<file path="src/hdl/ntrg_pkg.sv">
// ----------------------------------------------------------------------------
// ntrg_pkg: shared definitions for the nonzero tag random generator
// Command codes, word widths and the generator constants.
// ----------------------------------------------------------------------------
package ntrg_pkg;

   localparam int WORD_W = 64;
   localparam int HALF_W = WORD_W / 2;

   typedef logic [WORD_W-1:0] word_type;
   typedef logic [HALF_W-1:0] half_type;

   // command codes
   localparam logic CMD_SEED = 1'b0;
   localparam logic CMD_DRAW = 1'b1;

   // splitmix64 constants
   localparam word_type SM_GAMMA = 64'h9e37_79b9_7f4a_7c15;
   localparam word_type SM_MUL_A = 64'hbf58_476d_1ce4_e5b9;
   localparam word_type SM_MUL_B = 64'h94d0_49bb_1331_11eb;

   // loaded into the low word when seeding leaves both words zero
   localparam word_type SEED_FALLBACK = 64'h0123_4567_89ab_cdef;

   // shift amounts
   localparam int XS_SHL    = 23;
   localparam int XS_SHR_A  = 18;
   localparam int XS_SHR_B  = 5;
   localparam int SM_SHR_1  = 30;
   localparam int SM_SHR_2  = 27;
   localparam int SM_SHR_3  = 31;

endpackage

</file>
<file path="src/hdl/ntrg_mul.sv">
// ----------------------------------------------------------------------------
// ntrg_mul: iterative 64 x 64 multiplier, low half of the product
// One 32 x 32 multiplier, three partial products.
// ----------------------------------------------------------------------------
module ntrg_mul (
   input  logic              clock,
   input  logic              reset,
   input  logic              start,
   input  ntrg_pkg::word_type op_a,
   input  ntrg_pkg::word_type op_b,
   output logic              done,
   output ntrg_pkg::word_type product
);

   ntrg_pkg::word_type a_ff, a_in;
   ntrg_pkg::word_type b_ff, b_in;
   ntrg_pkg::word_type acc_ff, acc_in;
   ntrg_pkg::word_type prod_ff, prod_in;
   logic [1:0]         step_ff, step_in;
   logic               busy_ff, busy_in;
   logic               done_ff, done_in;

   ntrg_pkg::half_type mul_x;
   ntrg_pkg::half_type mul_y;

   // step 0: aL*bL, step 1: aL*bH, step 2: aH*bL; accumulate one step behind
   always_comb begin
      mul_x   = (step_ff == 2'd2) ? a_ff[ntrg_pkg::WORD_W-1:ntrg_pkg::HALF_W]
                                  : a_ff[ntrg_pkg::HALF_W-1:0];
      mul_y   = (step_ff == 2'd1) ? b_ff[ntrg_pkg::WORD_W-1:ntrg_pkg::HALF_W]
                                  : b_ff[ntrg_pkg::HALF_W-1:0];
      prod_in = ntrg_pkg::WORD_W'(mul_x) * ntrg_pkg::WORD_W'(mul_y);

      acc_in = acc_ff;
      case (step_ff)
         2'd1:    acc_in = prod_ff;
         2'd2,
         2'd3:    acc_in = acc_ff + {prod_ff[ntrg_pkg::HALF_W-1:0],
                                     {ntrg_pkg::HALF_W{1'b0}}};
         default: acc_in = acc_ff;
      endcase
      if (!busy_ff) begin
         acc_in = acc_ff;
      end

      a_in    = start ? op_a : a_ff;
      b_in    = start ? op_b : b_ff;
      step_in = start ? 2'd0 : (busy_ff ? step_ff + 2'd1 : step_ff);
      done_in = busy_ff && (step_ff == 2'd3);
      busy_in = start || (busy_ff && (step_ff != 2'd3));
   end

   always_ff @(posedge clock) begin
      if (reset) begin
         busy_ff <= 1'b0;
         done_ff <= 1'b0;
         step_ff <= 2'd0;
      end else begin
         busy_ff <= busy_in;
         done_ff <= done_in;
         step_ff <= step_in;
      end
      a_ff    <= a_in;
      b_ff    <= b_in;
      acc_ff  <= acc_in;
      prod_ff <= prod_in;
   end

   assign done    = done_ff;
   assign product = acc_ff;

   a_start_idle: assert property (@(posedge clock) disable iff (reset)
      start |-> !busy_ff)
      else $error("multiply started while busy");

   a_done_free: assert property (@(posedge clock) disable iff (reset)
      done_ff |-> !busy_ff)
      else $error("multiply done while still busy");

endmodule

</file>
<file path="src/hdl/nonzero_tag_random_generator.sv">
// ----------------------------------------------------------------------------
// nonzero_tag_random_generator: xorshift128+ tag source, splitmix64 seeding
// Top level: command sequencer, generator words and result register.
// ----------------------------------------------------------------------------
// A seed item (command 0) loads the two generator words through splitmix64 and
// gives no result; a draw item (command 1) advances xorshift128+ and returns
// the sum of the two old words, stepping once more when that sum is zero.
// Input is taken only while the sequencer is idle (req_stall low). A seed
// runs four 64-bit multiplies through one shared 32 x 32 multiplier, each
// with three partial products plus issue and drain. A finished tag sits in
// the rsp_ register; the next item is accepted while it waits.
// ----------------------------------------------------------------------------
module nonzero_tag_random_generator (
   input  logic                clock,
   input  logic                reset,
   input  logic                req_valid,
   output logic                req_stall,
   input  logic                req_command,
   input  ntrg_pkg::word_type  req_seed_value,
   output logic                rsp_valid,
   input  logic                rsp_stall,
   output ntrg_pkg::word_type  rsp_generation
);

   typedef enum logic [2:0] {
      S_IDLE,
      S_STARTA,   // issue (v ^ v>>30) * MUL_A
      S_WAITA,
      S_STARTB,   // issue (v ^ v>>27) * MUL_B
      S_WAITB,
      S_DRAW,     // one xorshift128+ step a cycle
      S_PUT       // tag ready, result register still occupied
   } state_type;

   state_type          state_ff, state_in;
   ntrg_pkg::word_type low_ff, low_in;
   ntrg_pkg::word_type high_ff, high_in;
   ntrg_pkg::word_type v_ff, v_in;        // splitmix working value
   logic               pass_ff, pass_in;  // 0: mixing seed, 1: mixing low word
   logic               retry_ff, retry_in;
   ntrg_pkg::word_type tag_ff, tag_in;
   logic               rsp_valid_ff, rsp_valid_in;
   ntrg_pkg::word_type rsp_gen_ff, rsp_gen_in;

   logic               mul_start;
   ntrg_pkg::word_type mul_a;
   ntrg_pkg::word_type mul_b;
   logic               mul_done;
   ntrg_pkg::word_type mul_product;

   ntrg_pkg::word_type sum;
   ntrg_pkg::word_type xs_t;
   ntrg_pkg::word_type xs_high;
   ntrg_pkg::word_type mix_z;
   logic               slot_free;

   // shared multiplier
   ntrg_mul u_mul (
      .clock   (clock),
      .reset   (reset),
      .start   (mul_start),
      .op_a    (mul_a),
      .op_b    (mul_b),
      .done    (mul_done),
      .product (mul_product)
   );

   assign mul_start = (state_ff == S_STARTA) || (state_ff == S_STARTB);
   assign mul_a     = (state_ff == S_STARTA) ? (v_ff ^ (v_ff >> ntrg_pkg::SM_SHR_1))
                                             : (v_ff ^ (v_ff >> ntrg_pkg::SM_SHR_2));
   assign mul_b     = (state_ff == S_STARTA) ? ntrg_pkg::SM_MUL_A : ntrg_pkg::SM_MUL_B;

   // xorshift128+ step on the current words
   assign sum     = low_ff + high_ff;
   assign xs_t    = low_ff ^ (low_ff << ntrg_pkg::XS_SHL);
   assign xs_high = xs_t ^ high_ff ^ (xs_t >> ntrg_pkg::XS_SHR_A)
                    ^ (high_ff >> ntrg_pkg::XS_SHR_B);

   // final splitmix fold
   assign mix_z = mul_product ^ (mul_product >> ntrg_pkg::SM_SHR_3);

   // result register can take a new item this cycle
   assign slot_free = !rsp_valid_ff || !rsp_stall;

   always_comb begin
      state_in     = state_ff;
      low_in       = low_ff;
      high_in      = high_ff;
      v_in         = v_ff;
      pass_in      = pass_ff;
      retry_in     = retry_ff;
      tag_in       = tag_ff;
      rsp_valid_in = rsp_valid_ff && rsp_stall;
      rsp_gen_in   = rsp_gen_ff;

      unique case (state_ff)
         S_IDLE: begin
            if (req_valid) begin
               if (req_command == ntrg_pkg::CMD_DRAW) begin
                  retry_in = 1'b0;
                  state_in = S_DRAW;
               end else begin
                  v_in     = req_seed_value + ntrg_pkg::SM_GAMMA;
                  pass_in  = 1'b0;
                  state_in = S_STARTA;
               end
            end
         end
         S_STARTA: begin
            state_in = S_WAITA;
         end
         S_WAITA: begin
            if (mul_done) begin
               v_in     = mul_product;
               state_in = S_STARTB;
            end
         end
         S_STARTB: begin
            state_in = S_WAITB;
         end
         S_WAITB: begin
            if (mul_done) begin
               if (!pass_ff) begin
                  // low word done, mix it again for the high word
                  low_in   = mix_z;
                  v_in     = mix_z + ntrg_pkg::SM_GAMMA;
                  pass_in  = 1'b1;
                  state_in = S_STARTA;
               end else begin
                  high_in = mix_z;
                  if ((low_ff == '0) && (mix_z == '0)) begin
                     low_in = ntrg_pkg::SEED_FALLBACK;
                  end
                  state_in = S_IDLE;
               end
            end
         end
         S_DRAW: begin
            low_in  = high_ff;
            high_in = xs_high;
            if ((sum == '0) && !retry_ff) begin
               retry_in = 1'b1;   // zero tag: one more step, no further check
            end else if (slot_free) begin
               rsp_valid_in = 1'b1;
               rsp_gen_in   = sum;
               state_in     = S_IDLE;
            end else begin
               tag_in   = sum;
               state_in = S_PUT;
            end
         end
         S_PUT: begin
            if (slot_free) begin
               rsp_valid_in = 1'b1;
               rsp_gen_in   = tag_ff;
               state_in     = S_IDLE;
            end
         end
         default: begin
            state_in = S_IDLE;
         end
      endcase
   end

   always_ff @(posedge clock) begin
      if (reset) begin
         state_ff     <= S_IDLE;
         low_ff       <= '0;
         high_ff      <= '0;
         pass_ff      <= 1'b0;
         retry_ff     <= 1'b0;
         rsp_valid_ff <= 1'b0;
      end else begin
         state_ff     <= state_in;
         low_ff       <= low_in;
         high_ff      <= high_in;
         pass_ff      <= pass_in;
         retry_ff     <= retry_in;
         rsp_valid_ff <= rsp_valid_in;
      end
      v_ff       <= v_in;
      tag_ff     <= tag_in;
      rsp_gen_ff <= rsp_gen_in;
   end

   assign req_stall      = (state_ff != S_IDLE);
   assign rsp_valid      = rsp_valid_ff;
   assign rsp_generation = rsp_gen_ff;

   // a seed item never produces a result
   a_seed_silent: assert property (@(posedge clock) disable iff (reset)
      (req_valid && !req_stall && (req_command == ntrg_pkg::CMD_SEED))
      |=> !$rose(rsp_valid))
      else $error("seed item produced a result");

   // multiplier completions only land where the sequencer waits for them
   a_mul_expected: assert property (@(posedge clock) disable iff (reset)
      mul_done |-> ((state_ff == S_WAITA) || (state_ff == S_WAITB)))
      else $error("unexpected multiply completion");

   // seeding never leaves the generator all zero
   a_seed_nonzero: assert property (@(posedge clock) disable iff (reset)
      ((state_ff == S_WAITB) && mul_done && pass_ff)
      |=> ((low_ff != '0) || (high_ff != '0)))
      else $error("seed left both words zero");

   // a parked tag means the result register is occupied
   a_put_blocked: assert property (@(posedge clock) disable iff (reset)
      (state_ff == S_PUT) |-> rsp_valid)
      else $error("tag parked with result register empty");

endmodule
</file>
<file path="config.mk">
export PLATFORM = sky130hd
export DESIGN_NAME = nonzero_tag_random_generator
export DESIGN_NICKNAME = d
export VERILOG_FILES = /design/src/hdl/ntrg_pkg.sv /design/src/hdl/ntrg_mul.sv /design/src/hdl/nonzero_tag_random_generator.sv
export SDC_FILE = /design/constraint.sdc
export NUM_CORES = 2
export LEC_CHECK = 0
export ABC_AREA = 1
export BUFFER_PORTS_ARGS = -buffer_cell sky130_fd_sc_hd__buf_2
export CAP_MARGIN = 20
export CORE_ASPECT_RATIO = 1.25
export CORE_MARGIN = 5
export CORE_UTILIZATION = 45
export CTS_CLUSTER_DIAMETER = 50
export DETAILED_ROUTE_END_ITERATION = 10
export PLACE_DENSITY = 0.67
export SYNTH_ARGS = -nofsm -noshare
export SYNTH_HDL_FRONTEND = slang
export SYNTH_HIERARCHICAL = 1
export SYNTH_SLANG_ARGS = --single-unit
</file>
<file path="constraint.sdc">
create_clock -name clock -period 8.6 [get_ports clock]
set_clock_uncertainty 0.05 [all_clocks]
set_input_delay 0.43 -clock clock [delete_from_list [all_inputs] [get_ports clock]]
set_output_delay 0.43 -clock clock [all_outputs]
set_load 0.1 [all_outputs]
</file>
==> results by group <==
Clocking
  – Clk buf depth: 3
  – CTS tree: built
  – H-tree depth: 3
  – CTS clk-pin slew, worst paths: 60 ps
  – Worst skew pair latency: 720 ps
  – Num CTS Buffers: 74
  – CTS Sinks: 586
  – Root buffer cell: clkbuf_16

Layout
  – Share of layout cells above drive strength 1: 0.08099
  – Nets: 10900
  – Area delta synth->final: 9.486%
  – Fin area: 77960 um^2

Global route
  – Gr usage total: 0.3325
  – Initial antenna violation count: 7
  – GR Overflow Total: 0
  – First-pass GRT wire length: 410400 um
  – Largest net degree at the start of global routing: 94
  – Vias in the first global route: 64610

Routing
  – Initial DRC Count: 5437
  – Residual DRC count: 0
  – Post-route antenna net violation count: 0
  – DR vias: 63480
  – Drt first pass iters: 6
  – DR vias/cell: 5.425
  – Final WL: 279400 um
  – Routed WL per cell: 23.88 um

Floorplanning
  – Cell row count: 163
  – Effective utilization at floorplan: 0.4517
  – Die height: 454.7 um
  – I/O pin cnt: 135
  – Area of the core: 157700 um^2
  – Die ar.: 166300 um^2
  – Die W: 365.8 um

Setup path
  – CP bufs+invs: 7
  – Crit path max-delay family: adder cells
  – Endpoint type of the worst setup path: flop
  – Worst setup SP type: flop
  – Worst-path fanout max: 12
  – CP Class: reg -> reg
  – Crit path DAT: 8710 ps
  – Slowest stage cell, crit path: fa_1
  – CP dominant cell by count: fa_1
  – Worst EP required: 9130 ps
  – CP max stage delay: 630 ps

STA
  – Hold Vio Cnt, Final: 0
  – Worst Tran Pin Value: 1213 ps
  – Final setup viols: 0
  – Setup TNS Final: 0 ps
  – Post-layout min period: 8178 ps
  – Rel. slew slack: 0.1883
  – Tcrit/Tclk final: 0.9510
  – RSZ-0062 raised after global routing: false
  – Max Clk Rate: 122.3 MHz
  – Slew Limit Fails: 0

Job
  – Max_cap viols: 0

Placement
  – Area after DPL: 75200 um^2
  – Port bufs: 134
  – GPL Wtd Cong: 1.032
  – Hpwl dp: 231200 um

Hold path
  – Worst Hold Class: in -> reg

Logic synthesis
  – Mean Syn Cell Area: 7.593 um^2
  – Post-synthesis sequential area ratio: 0.2187
  – Syn Inst Count: 9378
  – Primary FF master, synth: edfxtp_1
  – Post-synth EDFFs: 384
  – FF+latch count, synth: 586
  – Post-Synthesis Cell Area: 71200 um^2
  – Fraction of registers with async set/reset: 0
  – Netlist cell types: 66
  – YS warnings: 6

Status
  – Outcome: complete, no violations
## repair_timing
| item | 4_1_cts | 5_1_grt |
|---|---|---|
| buffers inserted | 0 | 1 |
| endpoints found under the setup margin | 0 | 2 |
| hold buffers | 0 | 0 |
| gates resized for setup | 0 | 1 |
## metrics by stage
step | instances | util | hold slack, ps | setup WS [ps]
floorplan | 9409 | - | 376.4 | 507.1
global placement | 11550 | 0.4769 | 396.7 | 320.8
detailed placement | 11550 | 0.4770 | 408.0 | 222.7
CTS | 11690 | 0.4938 | 88.59 | 166.8
global route | 11690 | 0.4944 | 118.7 | 108.0
finish | 11700 | 0.4945 | 130.4 | 421.8
## sequential cells by signal, summed over array words and instances, names as in the netlist, 3 cells and up
name / count
high_ff: 64
u_mul/prod_ff: 64
state_ff: 3
tag_ff: 64
u_mul/a_ff: 64
rsp_generation: 64
u_mul/b_ff: 64
low_ff: 64
v_ff: 64
u_mul/product: 64
## cells by family (layout without fill, tap and decap cells)
group,Yosys count,after routing,share of synthesized area
compound gates,895,895,0.07303
xor+xnor,288,288,0.03543
fa+ha+maj,1261,1261,0.3163
buf+inv,2260,2482,0.1240
flops,586,586,0.2187
mux,1,1,0.0001406
other cells,2,40,0.0001055
simple gates,4085,4085,0.2323
## Yosys cell counts, types with 4 or more instances
cell      number  share of area
nand2_1     2478           0.13
inv_1       1893           0.10
nor2_1      1057          0.056
fa_1         898           0.25
edfxtp_1     384           0.16
ha_1         363          0.064
o21ai_0      291          0.020
a21oi_1      270          0.019
nand3_1      267          0.019
dfxtp_1      202          0.057
xnor2_1      156          0.019
buf_2        148          0.010
xor2_1       132          0.016
clkbuf_1     101         0.0053
o21ai_1       80         0.0056
a31oi_1       78         0.0069
inv_2         73         0.0038
nand4_1       49         0.0043
nor3_1        49         0.0034
o21ai_2       47         0.0058
or2_2         27         0.0024
o21bai_1      26         0.0027
o22ai_1       26         0.0023
nand3b_1      25         0.0026
nand2_2       24         0.0021
nor2_2        24         0.0021
nor4_1        24         0.0021
a211oi_1      22         0.0023
nor2_4        14         0.0022
o21ai_4       14         0.0032
buf_4         13         0.0014
buf_6         13         0.0021
buf_1         11        0.00058
or2_1         11        0.00097
nor3_2        10         0.0014
a22oi_1        7        0.00074
clkinv_1       6        0.00032
nand3_2        5        0.00070
o211ai_1       5        0.00053
o21a_1         5        0.00053
a21o_1         4        0.00042
a21oi_2        4        0.00049
and2_1         4        0.00035
o221a_2        4        0.00063
## path summary, 6_finish.rpt
check / from / slack [ps] / cells past startpoint / to
min reg2reg: v_ff[47] / 410 / 0 / u_mul/a_ff[47]
max reg2reg: u_mul/step_ff[0] / 420 / 27 / u_mul/prod_ff[59]
max: u_mul/step_ff[0] / 420 / 27 / u_mul/prod_ff[59]
min: req_command / 130 / 3 / pass_ff
## cell type report
cell class,instances,area [um^2]
Tap cell,2062,2580
Sequential cell,586,15570
Fill cell,15620,79690
Inverter,1972,7403
Timing Repair Buffer,372,2718
Antenna cell,7,17.52
Clock inverter,57,732.0
Clock buffer,81,1919
Multi-Input combinational cell,6563,47010
## per-layer routing
layer,track usage,up-vias,wire (um)
met3,0.04978,1063,19270
li1,-,28810,-
met1,0.3576,30560,95590
met2,0.5723,3046,133700
met5,0,-,0
met4,0.2957,0,30850
## layout by cell type, fill, tap and decap left out, drive strengths merged, types with 22 or more instances in the layout
master | netlist | routed
nand2 | 2502 | 2502
inv | 1966 | 1981
nor2 | 1096 | 1096
fa | 898 | 898
o21ai | 432 | 432
edfxtp | 384 | 384
buf | 186 | 372
ha | 363 | 363
a21oi | 274 | 274
nand3 | 273 | 273
dfxtp | 202 | 202
xnor2 | 156 | 156
xor2 | 132 | 132
clkbuf | 102 | 81
a31oi | 78 | 78
nor3 | 60 | 60
nand4 | 51 | 51
or2 | 39 | 39
clkinv | 6 | 38
conb | 2 | 33
o21bai | 27 | 27
o22ai | 26 | 26
nor4 | 26 | 26
nand3b | 25 | 25
a211oi | 22 | 22
## worst reg2reg max path, stage by stage, from the launching register on
cell     delay, ps
dfxtp_1        480
inv_1          120
ha_2           230
buf_4          200
o21ai_1        430
buf_4          430
nand2_1        140
fa_1           560
inv_1           60
fa_1           540
inv_1           70
fa_1           460
fa_1           520
fa_1           630
fa_1           460
fa_1           480
fa_1           520
inv_1           50
ha_1           370
nand2_2        150
nor2_2          50
buf_4          150
a21oi_2        300
nand3_2        250
nand2_1        180
nand3_1         80
nand2_1         60
nand2_1         50
Power is left out: the tool's default activity adds up to more than one toggle a clock period on the data nets, which glitch-free logic cannot reach.
